--- config.mk ---
export PLATFORM = sky130hd
export DESIGN_NAME = hysteresis_noise_gate_core
export DESIGN_NICKNAME = d
export VERILOG_FILES = /design/src/rtl/hng_pkg.sv /design/src/rtl/hysteresis_noise_gate_core.sv /design/src/rtl/hng_csr.sv /design/src/rtl/hng_ctrl.sv /design/src/rtl/hng_dp.sv
export SDC_FILE = /design/constraint.sdc
export NUM_CORES = 2
export LEC_CHECK = 0
export BUFFER_PORTS_ARGS = -buffer_cell sky130_fd_sc_hd__clkbuf_2
export CAP_MARGIN = 20
export CORE_UTILIZATION = 65
export DETAILED_ROUTE_END_ITERATION = 12
export PLACE_DENSITY = 0.82
export SYNTH_ARGS = -nofsm -noshare
export SYNTH_HDL_FRONTEND = slang
export SYNTH_HIERARCHICAL = 1
export SYNTH_SLANG_ARGS = --single-unit
--- constraint.sdc ---
create_clock -name clock -period 10.6 [get_ports clock]
set_input_delay 1.59 -clock clock [delete_from_list [all_inputs] [get_ports clock]]
set_output_delay 1.59 -clock clock [all_outputs]
set_load 0.005 [all_outputs]
--- src/rtl/hng_pkg.sv ---
// Package for the hysteresis noise gate: widths, reset values, register
// indexes, state and command types, and the saturation helper.
// No dependencies.
package hng_pkg;

   localparam int SAMPLE_W  = 24;                 // Q1.23 samples
   localparam int COEF_W    = 24;                 // Q0.24 coefficients
   localparam int GAIN_FRAC = 24;                 // gain is Q1.24
   localparam int GAIN_W    = GAIN_FRAC + 1;      // 0 .. 2^24
   localparam int ENV_W     = SAMPLE_W - 1;       // envelope is never negative
   localparam int DIFF_W    = GAIN_W + 1;         // widest signed difference
   localparam int MAG_W     = GAIN_W;             // magnitude of a difference
   localparam int OPB_W     = GAIN_W;             // coefficient or gain operand
   localparam int PROD_W    = MAG_W + OPB_W;
   localparam int RND_W     = PROD_W - COEF_W;    // rounded product
   localparam int DELTA_W   = RND_W + 1;          // signed step
   localparam int CSR_IDX_W = 3;

   // close level: 0.00045 of full scale in Q0.31, rounded to the sample grid
   localparam int CLOSE_Q31 = 966368;
   localparam int CLOSE_SH  = 32 - SAMPLE_W;

   localparam logic [PROD_W-1:0] ROUND_HALF = PROD_W'(1) << (COEF_W - 1);
   localparam logic [ENV_W-1:0]  ENV_MAX    = {ENV_W{1'b1}};
   localparam logic [ENV_W-1:0]  CLOSE_THRESHOLD =
      ENV_W'((CLOSE_Q31 + ((1 << CLOSE_SH) >> 1)) >> CLOSE_SH);
   localparam logic [GAIN_W-1:0] GAIN_ONE   = GAIN_W'(1) << GAIN_FRAC;

   localparam logic              RST_GATE_ENABLE = 1'b1;
   localparam logic [COEF_W-1:0] RST_HP_COEF     = COEF_W'(216770);
   localparam logic [COEF_W-1:0] RST_LP_COEF     = COEF_W'(4953342);
   localparam logic [COEF_W-1:0] RST_ATTACK_COEF = COEF_W'(231404);
   localparam logic [COEF_W-1:0] RST_RELEASE_COEF = COEF_W'(1589);
   localparam logic [COEF_W-1:0] RST_OPEN_COEF   = COEF_W'(345898);
   localparam logic [COEF_W-1:0] RST_CLOSE_COEF  = COEF_W'(1942);
   localparam logic [ENV_W-1:0]  RST_OPEN_THRESHOLD = ENV_W'(8389);

   typedef enum logic [CSR_IDX_W-1:0] {
      CSR_GATE_ENABLE    = 3'd0,
      CSR_HP_COEF        = 3'd1,
      CSR_LP_COEF        = 3'd2,
      CSR_ATTACK_COEF    = 3'd3,
      CSR_RELEASE_COEF   = 3'd4,
      CSR_OPEN_COEF      = 3'd5,
      CSR_CLOSE_COEF     = 3'd6,
      CSR_OPEN_THRESHOLD = 3'd7
   } csr_idx_type;

   typedef struct packed {
      logic              gate_enable;
      logic [COEF_W-1:0] hp_coef;
      logic [COEF_W-1:0] lp_coef;
      logic [COEF_W-1:0] attack_coef;
      logic [COEF_W-1:0] release_coef;
      logic [COEF_W-1:0] open_coef;
      logic [COEF_W-1:0] close_coef;
      logic [ENV_W-1:0]  open_threshold;
   } cfg_type;

   typedef enum logic [2:0] {
      ST_IDLE,
      ST_PREP,
      ST_MUL,
      ST_UPD,
      ST_OUT
   } state_type;

   // one pass of the shared multiplier
   typedef enum logic [2:0] {
      OP_HP,
      OP_LP,
      OP_ENV,
      OP_GAIN,
      OP_OUT
   } op_type;

   typedef struct packed {
      logic   load;       // take the input item
      logic   prep;       // form operands for op
      logic   mul;        // register the product
      logic   upd;        // round and apply the step
      logic   out_load;   // move result into the output register
      op_type op;
   } cmd_type;

   function automatic logic signed [SAMPLE_W-1:0] sat_sample(
      input logic signed [DELTA_W-1:0] v);
      logic signed [DELTA_W-1:0] hi;
      logic signed [DELTA_W-1:0] lo;
      hi = DELTA_W'((1 <<< (SAMPLE_W - 1)) - 1);
      lo = -hi - DELTA_W'(1);
      if (v > hi)      sat_sample = hi[SAMPLE_W-1:0];
      else if (v < lo) sat_sample = lo[SAMPLE_W-1:0];
      else             sat_sample = v[SAMPLE_W-1:0];
   endfunction

endpackage

--- src/rtl/hysteresis_noise_gate_core.sv ---
// Top level of the hysteresis noise gate.
// Depends on hng_pkg, hng_csr, hng_ctrl and hng_dp.
//
// Use:
//  - req_ channel carries one item: sidechain sample (detection) and audio
//    sample, both Q1.23. rsp_ channel returns the gated audio sample in
//    tdata and the gate open flag after this item in tuser.
//  - csr_ channel writes one register per handshake; csr_ready is always
//    high. Write only while the block is idle.
//  - One item at a time. Gating: an item takes five passes through one
//    shared 25x25 multiplier (operand, product, rounded update per pass);
//    rsp_tvalid rises once the result is in the output register, and only
//    then can the next item be taken. Gate disabled: the audio sample is
//    passed through to the output register, state held.
//  - The result sits in an output register, so a new item is accepted while
//    an earlier result waits; if the receiver still stalls when the next
//    result is ready, the sequencer holds and req_tready stays low.
//  - Synchronous reset restores register defaults, clears the filters,
//    envelope and gain, closes the gate and drops rsp_tvalid.
module hysteresis_noise_gate_core (
   input  logic                              clock,
   input  logic                              reset,
   // req_tdata: [23:0] sidechain_sample, [47:24] audio_sample
   input  logic                              req_tvalid,
   output logic                              req_tready,
   input  logic [2*hng_pkg::SAMPLE_W-1:0]    req_tdata,
   // rsp_tdata: [23:0] gated_sample
   output logic                              rsp_tvalid,
   input  logic                              rsp_tready,
   output logic [hng_pkg::SAMPLE_W-1:0]      rsp_tdata,
   // rsp_tuser: [0] gate_is_open
   output logic                              rsp_tuser,
   input  logic                              csr_valid,
   output logic                              csr_ready,
   input  logic [hng_pkg::CSR_IDX_W-1:0]     csr_index,
   input  logic [hng_pkg::COEF_W-1:0]        csr_data
);

   hng_pkg::cfg_type cfg;
   hng_pkg::cmd_type cmd;
   logic signed [hng_pkg::SAMPLE_W-1:0] gated;

   assign csr_ready = 1'b1;

   hng_csr u_csr (
      .clock     (clock),
      .reset     (reset),
      .csr_valid (csr_valid),
      .csr_index (csr_index),
      .csr_data  (csr_data),
      .cfg       (cfg)
   );

   hng_ctrl u_ctrl (
      .clock       (clock),
      .reset       (reset),
      .gate_enable (cfg.gate_enable),
      .req_tvalid  (req_tvalid),
      .req_tready  (req_tready),
      .rsp_tvalid  (rsp_tvalid),
      .rsp_tready  (rsp_tready),
      .cmd         (cmd)
   );

   hng_dp u_dp (
      .clock            (clock),
      .reset            (reset),
      .cfg              (cfg),
      .cmd              (cmd),
      .sidechain_sample (req_tdata[hng_pkg::SAMPLE_W-1:0]),
      .audio_sample     (req_tdata[2*hng_pkg::SAMPLE_W-1:hng_pkg::SAMPLE_W]),
      .gated_sample     (gated),
      .gate_is_open     (rsp_tuser)
   );

   assign rsp_tdata = gated;

endmodule

--- src/rtl/hng_csr.sv ---
// Configuration register file of the noise gate.
// Depends on hng_pkg.
module hng_csr (
   input  logic                          clock,
   input  logic                          reset,
   input  logic                          csr_valid,
   input  logic [hng_pkg::CSR_IDX_W-1:0] csr_index,
   input  logic [hng_pkg::COEF_W-1:0]    csr_data,
   output hng_pkg::cfg_type              cfg
);

   hng_pkg::cfg_type cfg_ff;
   hng_pkg::cfg_type cfg_in;

   always_comb begin
      cfg_in = cfg_ff;
      if (csr_valid) begin
         unique case (hng_pkg::csr_idx_type'(csr_index))
            hng_pkg::CSR_GATE_ENABLE:    cfg_in.gate_enable    = csr_data[0];
            hng_pkg::CSR_HP_COEF:        cfg_in.hp_coef        = csr_data;
            hng_pkg::CSR_LP_COEF:        cfg_in.lp_coef        = csr_data;
            hng_pkg::CSR_ATTACK_COEF:    cfg_in.attack_coef    = csr_data;
            hng_pkg::CSR_RELEASE_COEF:   cfg_in.release_coef   = csr_data;
            hng_pkg::CSR_OPEN_COEF:      cfg_in.open_coef      = csr_data;
            hng_pkg::CSR_CLOSE_COEF:     cfg_in.close_coef     = csr_data;
            hng_pkg::CSR_OPEN_THRESHOLD:
               cfg_in.open_threshold = csr_data[hng_pkg::ENV_W-1:0];
            default: ;
         endcase
      end
   end

   always_ff @(posedge clock) begin
      if (reset) begin
         cfg_ff.gate_enable    <= hng_pkg::RST_GATE_ENABLE;
         cfg_ff.hp_coef        <= hng_pkg::RST_HP_COEF;
         cfg_ff.lp_coef        <= hng_pkg::RST_LP_COEF;
         cfg_ff.attack_coef    <= hng_pkg::RST_ATTACK_COEF;
         cfg_ff.release_coef   <= hng_pkg::RST_RELEASE_COEF;
         cfg_ff.open_coef      <= hng_pkg::RST_OPEN_COEF;
         cfg_ff.close_coef     <= hng_pkg::RST_CLOSE_COEF;
         cfg_ff.open_threshold <= hng_pkg::RST_OPEN_THRESHOLD;
      end else begin
         cfg_ff <= cfg_in;
      end
   end

   assign cfg = cfg_ff;

endmodule

--- src/rtl/hng_ctrl.sv ---
// Sequencer of the noise gate: walks the five multiplier passes and owns
// the output valid. Depends on hng_pkg.
module hng_ctrl (
   input  logic              clock,
   input  logic              reset,
   input  logic              gate_enable,
   input  logic              req_tvalid,
   output logic              req_tready,
   output logic              rsp_tvalid,
   input  logic              rsp_tready,
   output hng_pkg::cmd_type  cmd
);

   hng_pkg::state_type state_ff, state_in;
   hng_pkg::op_type    op_ff, op_in, op_succ;
   logic               rsp_valid_ff, rsp_valid_in;
   logic               rsp_free;

   assign rsp_free = !rsp_valid_ff || rsp_tready;

   always_comb begin
      unique case (op_ff)
         hng_pkg::OP_HP:   op_succ = hng_pkg::OP_LP;
         hng_pkg::OP_LP:   op_succ = hng_pkg::OP_ENV;
         hng_pkg::OP_ENV:  op_succ = hng_pkg::OP_GAIN;
         hng_pkg::OP_GAIN: op_succ = hng_pkg::OP_OUT;
         default:          op_succ = hng_pkg::OP_HP;
      endcase
   end

   // next state
   always_comb begin
      state_in = state_ff;
      op_in    = op_ff;
      unique case (state_ff)
         hng_pkg::ST_IDLE: begin
            op_in = hng_pkg::OP_HP;
            if (req_tvalid) state_in = gate_enable ? hng_pkg::ST_PREP : hng_pkg::ST_OUT;
         end
         hng_pkg::ST_PREP: state_in = hng_pkg::ST_MUL;
         hng_pkg::ST_MUL:  state_in = hng_pkg::ST_UPD;
         hng_pkg::ST_UPD: begin
            if (op_ff == hng_pkg::OP_OUT) begin
               state_in = hng_pkg::ST_OUT;
            end else begin
               state_in = hng_pkg::ST_PREP;
               op_in    = op_succ;
            end
         end
         hng_pkg::ST_OUT: if (rsp_free) state_in = hng_pkg::ST_IDLE;
         default: state_in = hng_pkg::ST_IDLE;
      endcase
   end

   // outputs
   always_comb begin
      cmd          = '0;
      cmd.op       = op_ff;
      req_tready   = 1'b0;
      unique case (state_ff)
         hng_pkg::ST_IDLE: begin
            req_tready = 1'b1;
            cmd.load   = req_tvalid;
         end
         hng_pkg::ST_PREP: cmd.prep     = 1'b1;
         hng_pkg::ST_MUL:  cmd.mul      = 1'b1;
         hng_pkg::ST_UPD:  cmd.upd      = 1'b1;
         hng_pkg::ST_OUT:  cmd.out_load = rsp_free;
         default: ;
      endcase
   end

   assign rsp_valid_in = cmd.out_load || (rsp_valid_ff && !rsp_tready);
   assign rsp_tvalid   = rsp_valid_ff;

   always_ff @(posedge clock) begin
      if (reset) begin
         state_ff     <= hng_pkg::ST_IDLE;
         op_ff        <= hng_pkg::OP_HP;
         rsp_valid_ff <= 1'b0;
      end else begin
         state_ff     <= state_in;
         op_ff        <= op_in;
         rsp_valid_ff <= rsp_valid_in;
      end
   end

endmodule

--- src/rtl/hng_dp.sv ---
// Datapath of the noise gate: filter, envelope and gain state, one shared
// multiplier with rounding, and the output register. Depends on hng_pkg.
module hng_dp (
   input  logic                                clock,
   input  logic                                reset,
   input  hng_pkg::cfg_type                    cfg,
   input  hng_pkg::cmd_type                    cmd,
   input  logic signed [hng_pkg::SAMPLE_W-1:0] sidechain_sample,
   input  logic signed [hng_pkg::SAMPLE_W-1:0] audio_sample,
   output logic signed [hng_pkg::SAMPLE_W-1:0] gated_sample,
   output logic                                gate_is_open
);

   localparam int SW = hng_pkg::SAMPLE_W;
   localparam int DW = hng_pkg::DIFF_W;
   localparam int EW = hng_pkg::ENV_W;
   localparam int GW = hng_pkg::GAIN_W;
   localparam int TW = hng_pkg::DELTA_W + 1;   // track plus step

   logic signed [SW-1:0] x_ff, audio_ff;
   logic signed [SW-1:0] hp_track_ff, hp_track_in;
   logic signed [SW-1:0] lp_track_ff, lp_track_in;
   logic [EW-1:0]        env_ff, env_in;
   logic [GW-1:0]        gain_ff, gain_in;
   logic                 open_ff, open_in, flag_next;
   logic signed [SW-1:0] result_ff, result_in;
   logic signed [SW-1:0] rsp_sample_ff;
   logic                 rsp_open_ff;

   logic                            sign_ff, sign_in;
   logic [hng_pkg::MAG_W-1:0]       mag_ff, mag_in;
   logic [hng_pkg::OPB_W-1:0]       opb_ff, opb_in;
   logic [hng_pkg::PROD_W-1:0]      prod_ff;

   logic signed [DW-1:0] diff, hp_diff, lp_abs;
   logic signed [SW-1:0] hp_sat;
   logic [EW-1:0]        level;
   logic [GW-1:0]        target;
   logic [hng_pkg::PROD_W-1:0] prod_rnd;
   logic [hng_pkg::RND_W-1:0]  rnd;
   logic signed [hng_pkg::DELTA_W-1:0] delta;
   logic signed [TW-1:0] hp_sum, lp_sum, env_sum, gain_sum;

   // operand forming
   always_comb begin
      hp_diff = DW'(x_ff) - DW'(hp_track_ff);
      hp_sat  = hng_pkg::sat_sample(hng_pkg::DELTA_W'(hp_diff));
      lp_abs  = lp_track_ff[SW-1] ? -DW'(lp_track_ff) : DW'(lp_track_ff);
      level   = (lp_abs > DW'(hng_pkg::ENV_MAX)) ? hng_pkg::ENV_MAX : lp_abs[EW-1:0];

      flag_next = open_ff;
      if (!open_ff) begin
         if (env_ff >= cfg.open_threshold) flag_next = 1'b1;
      end else begin
         if (env_ff < hng_pkg::CLOSE_THRESHOLD) flag_next = 1'b0;
      end
      target = flag_next ? hng_pkg::GAIN_ONE : '0;

      diff   = '0;
      opb_in = opb_ff;
      unique case (cmd.op)
         hng_pkg::OP_HP: begin
            diff   = hp_diff;
            opb_in = hng_pkg::OPB_W'(cfg.hp_coef);
         end
         hng_pkg::OP_LP: begin
            diff   = DW'(hp_sat) - DW'(lp_track_ff);
            opb_in = hng_pkg::OPB_W'(cfg.lp_coef);
         end
         hng_pkg::OP_ENV: begin
            diff   = DW'({1'b0, level}) - DW'({1'b0, env_ff});
            opb_in = hng_pkg::OPB_W'((level > env_ff) ? cfg.attack_coef : cfg.release_coef);
         end
         hng_pkg::OP_GAIN: begin
            diff   = DW'({1'b0, target}) - DW'({1'b0, gain_ff});
            opb_in = hng_pkg::OPB_W'((target > gain_ff) ? cfg.open_coef : cfg.close_coef);
         end
         hng_pkg::OP_OUT: begin
            diff   = DW'(audio_ff);
            opb_in = gain_ff;
         end
         default: ;
      endcase
      sign_in = diff[DW-1];
      mag_in  = diff[DW-1] ? hng_pkg::MAG_W'(-diff) : hng_pkg::MAG_W'(diff);
   end

   // rounding half away from zero on the magnitude, then the sign back
   assign prod_rnd = prod_ff + hng_pkg::ROUND_HALF;
   assign rnd      = prod_rnd[hng_pkg::PROD_W-1:hng_pkg::COEF_W];
   assign delta    = sign_ff ? -hng_pkg::DELTA_W'(rnd) : hng_pkg::DELTA_W'(rnd);

   assign hp_sum   = TW'(hp_track_ff) + TW'(delta);
   assign lp_sum   = TW'(lp_track_ff) + TW'(delta);
   assign env_sum  = TW'({1'b0, env_ff}) + TW'(delta);
   assign gain_sum = TW'({1'b0, gain_ff}) + TW'(delta);

   always_comb begin
      hp_track_in = hp_track_ff;
      lp_track_in = lp_track_ff;
      env_in      = env_ff;
      gain_in     = gain_ff;
      open_in     = open_ff;
      result_in   = result_ff;
      if (cmd.load) result_in = audio_sample;   // pass-through unless gated
      if (cmd.prep && cmd.op == hng_pkg::OP_GAIN) open_in = flag_next;
      if (cmd.upd) begin
         unique case (cmd.op)
            hng_pkg::OP_HP:   hp_track_in = hp_sum[SW-1:0];
            hng_pkg::OP_LP:   lp_track_in = lp_sum[SW-1:0];
            hng_pkg::OP_ENV:  env_in      = env_sum[EW-1:0];
            hng_pkg::OP_GAIN: gain_in     = gain_sum[GW-1:0];
            hng_pkg::OP_OUT:  result_in   = hng_pkg::sat_sample(delta);
            default: ;
         endcase
      end
   end

   // gate state
   always_ff @(posedge clock) begin
      if (reset) begin
         hp_track_ff <= '0;
         lp_track_ff <= '0;
         env_ff      <= '0;
         gain_ff     <= '0;
         open_ff     <= 1'b0;
      end else begin
         hp_track_ff <= hp_track_in;
         lp_track_ff <= lp_track_in;
         env_ff      <= env_in;
         gain_ff     <= gain_in;
         open_ff     <= open_in;
      end
   end

   // payload, no reset
   always_ff @(posedge clock) begin
      if (cmd.load) begin
         x_ff     <= sidechain_sample;
         audio_ff <= audio_sample;
      end
      result_ff <= result_in;
      if (cmd.prep) begin
         sign_ff <= sign_in;
         mag_ff  <= mag_in;
         opb_ff  <= opb_in;
      end
      if (cmd.mul) prod_ff <= mag_ff * opb_ff;
      if (cmd.out_load) begin
         rsp_sample_ff <= result_ff;
         rsp_open_ff   <= open_ff;
      end
   end

   assign gated_sample = rsp_sample_ff;
   assign gate_is_open = rsp_open_ff;

endmodule

# == After elaboration in Yosys (flattened, before gate mapping) ==
# Cells that the tools add are included.
# Widths: inputs -> output; s select.
# word_totals
reg_bits,470
in_bits,80
output_inout_bits,28
elab_cells,124
# classes
addsub,12
multipliers,1
magnitude_cmp,9
eq_ne,18
n_mux,33
n_reduce_logical,26
# op_table
operator,n
$mux 24,9
$pmux 26 s5,1
$pmux 25 s5,1
$add 50x24->50 const B,1
$mul 25x25->50,1
$mux 25,2
$sub 24x24->25,2
$add 24x24->24,2
$reduce_and 2->1,15
$gt 27x24->1 const B,1
$lt 27x24->1 const B,1
$mux 27,1
$neg 26->27,1
$gt 26x23->1 const B,1
$mux 26,1
$neg 24->26,1
$sub 25x25->26,1
$add 25x25->25,1
$gt 25x24->1 const B,1
$gt 25x25->1,1
$lt 25x24->1 const B,1
$neg 25->25,1
$sub 23x23->24,1
$add 23x23->23,1
20 further kinds,50

# == Logic depth before layout (Yosys ltp) ==
# logic_depth
ltp_word,8
mapped_depth,32
depth_no_buf,30

# == Hierarchy ==
# The synthesis kept the hierarchy.
# by_module_without_submodules
module,n_inst,cells_each,area_per_inst_um2,seq_area_each_um2
hng_dp,1,4924,42112.9,6956.7
hng_csr,1,608,6682.7,3363.2
hng_ctrl,1,43,381.6,140.1
hysteresis_noise_gate_core,1,2,11.3,0.0

# == Least setup slack after synthesis ==
# OpenSTA, ideal clock, no wires.
# synth_path
path_type,register -> register
start,reg u_dp.hp_track_ff[1]
end,"reg u_dp/mag_ff[19] (netlist bit), data pin"
setup_time_ns,0.266
t_arrival_ns,6.703
t_required_ns,10.334
path_slack_ns,3.631
stages_incl_launch_ff,30
n_path_buf,1
period_less_slack_ns,6.969
cell_sequence,dfxtp_1 -> inv_1 -> ha_1 -> nor2b_1 -> o21a_1 -> o21ai_0 -> a31oi_1 -> a211oi_1 -> o21ai_0 -> and3_1 -> o311ai_0 -> nand3_1 -> nor2_1 -> clkbuf_1 -> a21o_1 -> ha_1 -> inv_1 -> fa_1 -> a21o_1 -> a21oi_1 -> o211ai_1 -> a2111oi_0 -> nand2b_1 -> a21oi_1 -> or4_1 -> nor3_1 -> and3_1 -> nand2b_1 -> o41ai_1 -> xnor2_1
# synth_between
elab_chain_len,8
elab_cells_between_ends,9
classes_between,add/sub (3); order compare (2); mux (4)
# synth_rtl
item,line,rtl
from (decl),hng_dp.sv:21,"logic signed [SW-1:0] hp_track_ff, hp_track_in;"
from (signal assigned),hng_dp.sv:128,hp_track_ff <= hp_track_in;
$sub 24x24->25 *,hng_dp.sv:46,hp_diff = DW'(x_ff) - DW'(hp_track_ff);
$lt 25x24->1,hng_pkg.sv:93,else if (v < lo) sat_sample = lo[SAMPLE_W-1:0];
$mux 24,hng_pkg.sv:93,
$mux 24,hng_pkg.sv:92,if (v > hi) sat_sample = hi[SAMPLE_W-1:0];
$sub 24x24->25,hng_dp.sv:67,diff = DW'(hp_sat) - DW'(lp_track_ff);
$pmux 26 s5 *,hng_dp.sv:61,unique case (cmd.op)
$neg 25->25,hng_dp.sv:85,mag_in = diff[DW-1] ? hng_pkg::MAG_W'(-diff) : hng_pkg::MAG_W'(diff);
$mux 25 *,hng_dp.sv:85,
"named net u_dp.mag_in, one bit",hng_dp.sv:31,"logic [hng_pkg::MAG_W-1:0] mag_ff, mag_in;"
to (signal assigned),hng_dp.sv:145,mag_ff <= mag_in;
to (decl),hng_dp.sv:31,
# Mark *: on every way through the listed nets, which the timed path passes. The rest lies on a longest branch.
# A chain may end at the register's enable or synchronous reset.

# == Worst setup path in the final report ==
# layout_path
start,reg u_dp.hp_track_ff[1]
end,"reg u_dp/mag_ff[11] (netlist bit), data pin"
# The elaborated chain is that of the path after synthesis.

==> key figures <==
Yosys
  • Synth Area in Compound Gates: 11.5%
  • Library cells used by synthesis: 87
  • Simple-gate portion of the synthesized area: a little under a fifth
  • Post-synthesis xor/xnor area fraction: under 10%
  • Synth top area cells: fa_1, dfxtp_1, ha_1
  • Post-synth EDFFs: approximately 150
  • Synthesized instance count: between 5,000 and 6,000
  • Post-synthesis mux area share: ~5.4%
  • Synth Cell Area: 49,200 um^2
  • Top-area cell type share of the netlist area: between 20% and 30%
  • Syn nets: about 6,600
  • Synth Area in Adders: about a third
  • Post-synthesis sequential area ratio: around a fifth
  • Top cells by count, synth: nand2_1, inv_1, fa_1
  • Count leader, synth: nand2_1
  • Ys async rst share: 0%
  • Ys Warns: 6
  • Cell accounting for the most synthesized area: fa_1
  • Main combinational cell family by area after synthesis: adder cells
  • Register bit count reported by yosys: approximately 450
  • Post-synthesis area per instance: around 8.8 um^2
  • Ys flop type: dfxtp_1

Timing
  • RSZ-0062 raised after global routing: no
  • Max Clk Rate: about 110 MHz
  • Final hold viol count: 0
  • Tightest Pin Transition: 1.24 ns
  • Tmin final: between 9 and 10 ns
  • Slew HR: 17.2%
  • Setup tns final: 0 ns
  • # setup viols final: 0
  • Slew Limit Fails: 0
  • Fin crit share: between 80% and 90%
  • Clock skew: between 0.03 and 0.04 ns

Worst hold path
  • Hold Path Sink: u_dp/gated_sample[3]
  • Hold Startpoint: u_dp/result_ff[3]
  • Min-delay worst type: reg -> reg
  • Hold-critical path depth: 0

CTS
  • Clock Path Buffers: 3
  • Postcts setup bufs: 0
  • Clock-pin slew on the worst setup and hold paths: ~0.06 ns
  • Post-CTS Hold Fix Bufs: 0
  • Clock Latency Late Sink: a little over 0.6 ns
  • Post-CTS sizing: 0
  • TritonCTS clock tree: built
  • Total CTS buffers: between 40 and 50
  • Sink Count: approximately 450
  • Root buf cell: clkbuf_16
  • CTS H-Tree Depth: 2

Die
  • Die H: approximately 280 um
  • DIE AREA: around 77,000 um^2
  • Core Rows: 100
  • Core Area: between 70,000 and 80,000 um^2
  • Num ports: between 100 and 150
  • Initial Util: 65.9%
  • Die Width: 277 um

Place
  • HPWL after detailed placement: around 110,000 um
  • Final Wtd Congestion: 1.06
  • Port bufs: 106
  • Post-DP Area: 50,400 um^2
  • Inst Count DP: around 6,400

Detailed routing
  • WL per Instance: between 20 and 25 um
  • Remaining DRCs: 0
  • DRT Wirelength: around 150,000 um
  • First-pass iteration count of the detailed router: 8
  • Avg Vias per Cell: 6.28
  • Vias: slightly above 40,000
  • Detailed router's first-iteration violation count: 4,161
  • Final ANT Viol Nets: 0

Critical path
  • Max incr delay on CP: 0.80 ns
  • Reg2reg setup slack: roughly 1.5 ns
  • CP arrival: 9.41 ns
  • CP Capture Type: flip-flop
  • Critical path's slowest cell: nor2_1
  • Worst Reg-to-Reg Cells: 30
  • Crit-path max FO: 20
  • FF-to-FF Start: u_dp/hp_track_ff[1]
  • Setup CP Type: reg -> reg
  • Most used cell, CP: o21ai_0
  • Top Family by Delay on Critical Path: compound AO/OA/AOI/OAI gates
  • FF-to-FF End: u_dp/mag_ff[11]
  • Worst EP required: ~11 ns
  • Crit path depth: 30
  • CP Buf/Inv Count: 4
  • Startpoint types: flip-flop

Layout
  • Layout overhead on the synthesized area: 5.80%
  • Nets@finish: between 6,000 and 7,000
  • Final non-filler cell total: approximately 6,500
  • Share of layout cells above drive strength 1: ~6%
  • Post-route cell area: 52,000 um^2

Global route
  • Grt ovf: 0
  • Initial antenna violation count: 8
  • Pin count of the biggest net entering global routing: about 140
  • GRT Total Usage: 39.3%
  • Global-route wire length before repair: 233,000 um
  • Vias in the first global route: approximately 41,000

Status
  • Outcome: complete, no violations

Run
  • Max cap viols: 0
cells by family after synthesis:
| family | Yosys count |
|---|---|
| buf+inv | 981 |
| compound gates | 898 |
| flops | 447 |
| mux | 262 |
| fa+ha+maj | 915 |
| xor+xnor | 254 |
| other cells | 1 |
| simple gates | 1819 |
worst max-delay path by stage:
| stage | start | to | slack [ns] |
|---|---|---|---|
| floorplan | u_dp/hp_track_ff[1] | u_dp/mag_ff[19] | 3.63 |
| global placement | u_dp/hp_track_ff[1] | u_dp/mag_ff[11] | 2.18 |
| detailed placement | u_dp/hp_track_ff[1] | u_dp/mag_ff[11] | 1.90 |
| CTS | u_dp/hp_track_ff[1] | u_dp/mag_ff[11] | 1.81 |
| global route | u_dp/hp_track_ff[1] | u_dp/mag_ff[16] | 0.98 |
| finish | u_dp/hp_track_ff[1] | u_dp/mag_ff[11] | 1.49 |
cell usage in the layout, fill, tap and decap left out, types with 11 or more instances in the layout:
cell type	count
buf_4	66
fa_1	532
clkbuf_16	46
dfxtp_1	295
xor2_1	79
inv_1	700
nor2_1	290
or3_1	40
a22oi_1	12
nand3_1	79
nor2b_1	27
nand4_1	38
a21o_1	79
xnor2_1	157
nand2b_1	175
o21a_1	61
a31oi_1	28
o31ai_1	25
nand3b_1	11
and4_1	11
o21ai_0	188
o211ai_1	24
a211oi_1	31
and2_1	239
and3_1	29
ha_1	374
o22ai_1	29
clkbuf_2	105
edfxtp_1	151
nand2_1	732
a211o_1	11
or4_1	11
mux2i_1	235
nor4_1	20
mux2_2	27
o21bai_1	18
a21oi_1	280
nor3_1	65
state kept, by name (all words and copies together), names as in the netlist:
register           cells
u_csr/cfg            168
u_dp/prod_ff          27
u_dp/gain_ff          25
u_dp/mag_ff           25
u_dp/opb_ff           25
u_dp/audio_ff         24
u_dp/gated_sample     24
u_dp/hp_track_ff      24
u_dp/lp_track_ff      24
u_dp/result_ff        24
u_dp/x_ff             24
u_dp/env_ff           23
u_ctrl/op_ff           3
u_ctrl/state_ff        3
u_ctrl/rsp_tvalid      1
u_dp/gate_is_open      1
u_dp/open_ff           1
u_dp/sign_ff           1
routing by layer:
layer  wire (um)  vias up  global-route usage (%)
met5          27        -                       0
met4       11200        4                    25.5
met3       14500      621                    7.46
met2       70600     2108                    64.6
met1       55800    19900                    47.5
li1            -    18300                       -
area by class of cell:
type | instances | area (um^2)
Antenna cell | 2 | 5.00
Clock buffer | 61 | 1260
Clock inverter | 21 | 265
Fill cell | 5710 | 22700
Inverter | 701 | 2630
Multi-Input combinational cell | 4149 | 35000
Sequential cell | 447 | 10500
Tap cell | 969 | 1210
Timing Repair Buffer | 179 | 1170
worst reg2reg max path, delay by kind of cell, from the launching register on:
family / cells / cell delay [ns]
compound gates: 17 / 4.66
simple gates: 5 / 1.82
buf+inv: 4 / 0.85
xor+xnor: 1 / 0.18
flops: 1 / 0.47
fa+ha+maj: 3 / 0.85
through the flow:
| stage | util [%] | setup slack [ns] | hold slack [ns] |
|---|---|---|---|
| after global routing | 69.7 | 0.982 | 0.432 |
| after detailed placement | 67.5 | 1.90 | 0.413 |
| final | 69.7 | 1.49 | 0.432 |
| after CTS | 69.5 | 1.81 | 0.429 |
| after global placement | 67.4 | 2.18 | 0.413 |
| after floorplan | - | 3.63 | 0.408 |
Power is not shown: default switching activity piles up to over one toggle a cycle in this logic, so the estimate is an artifact.
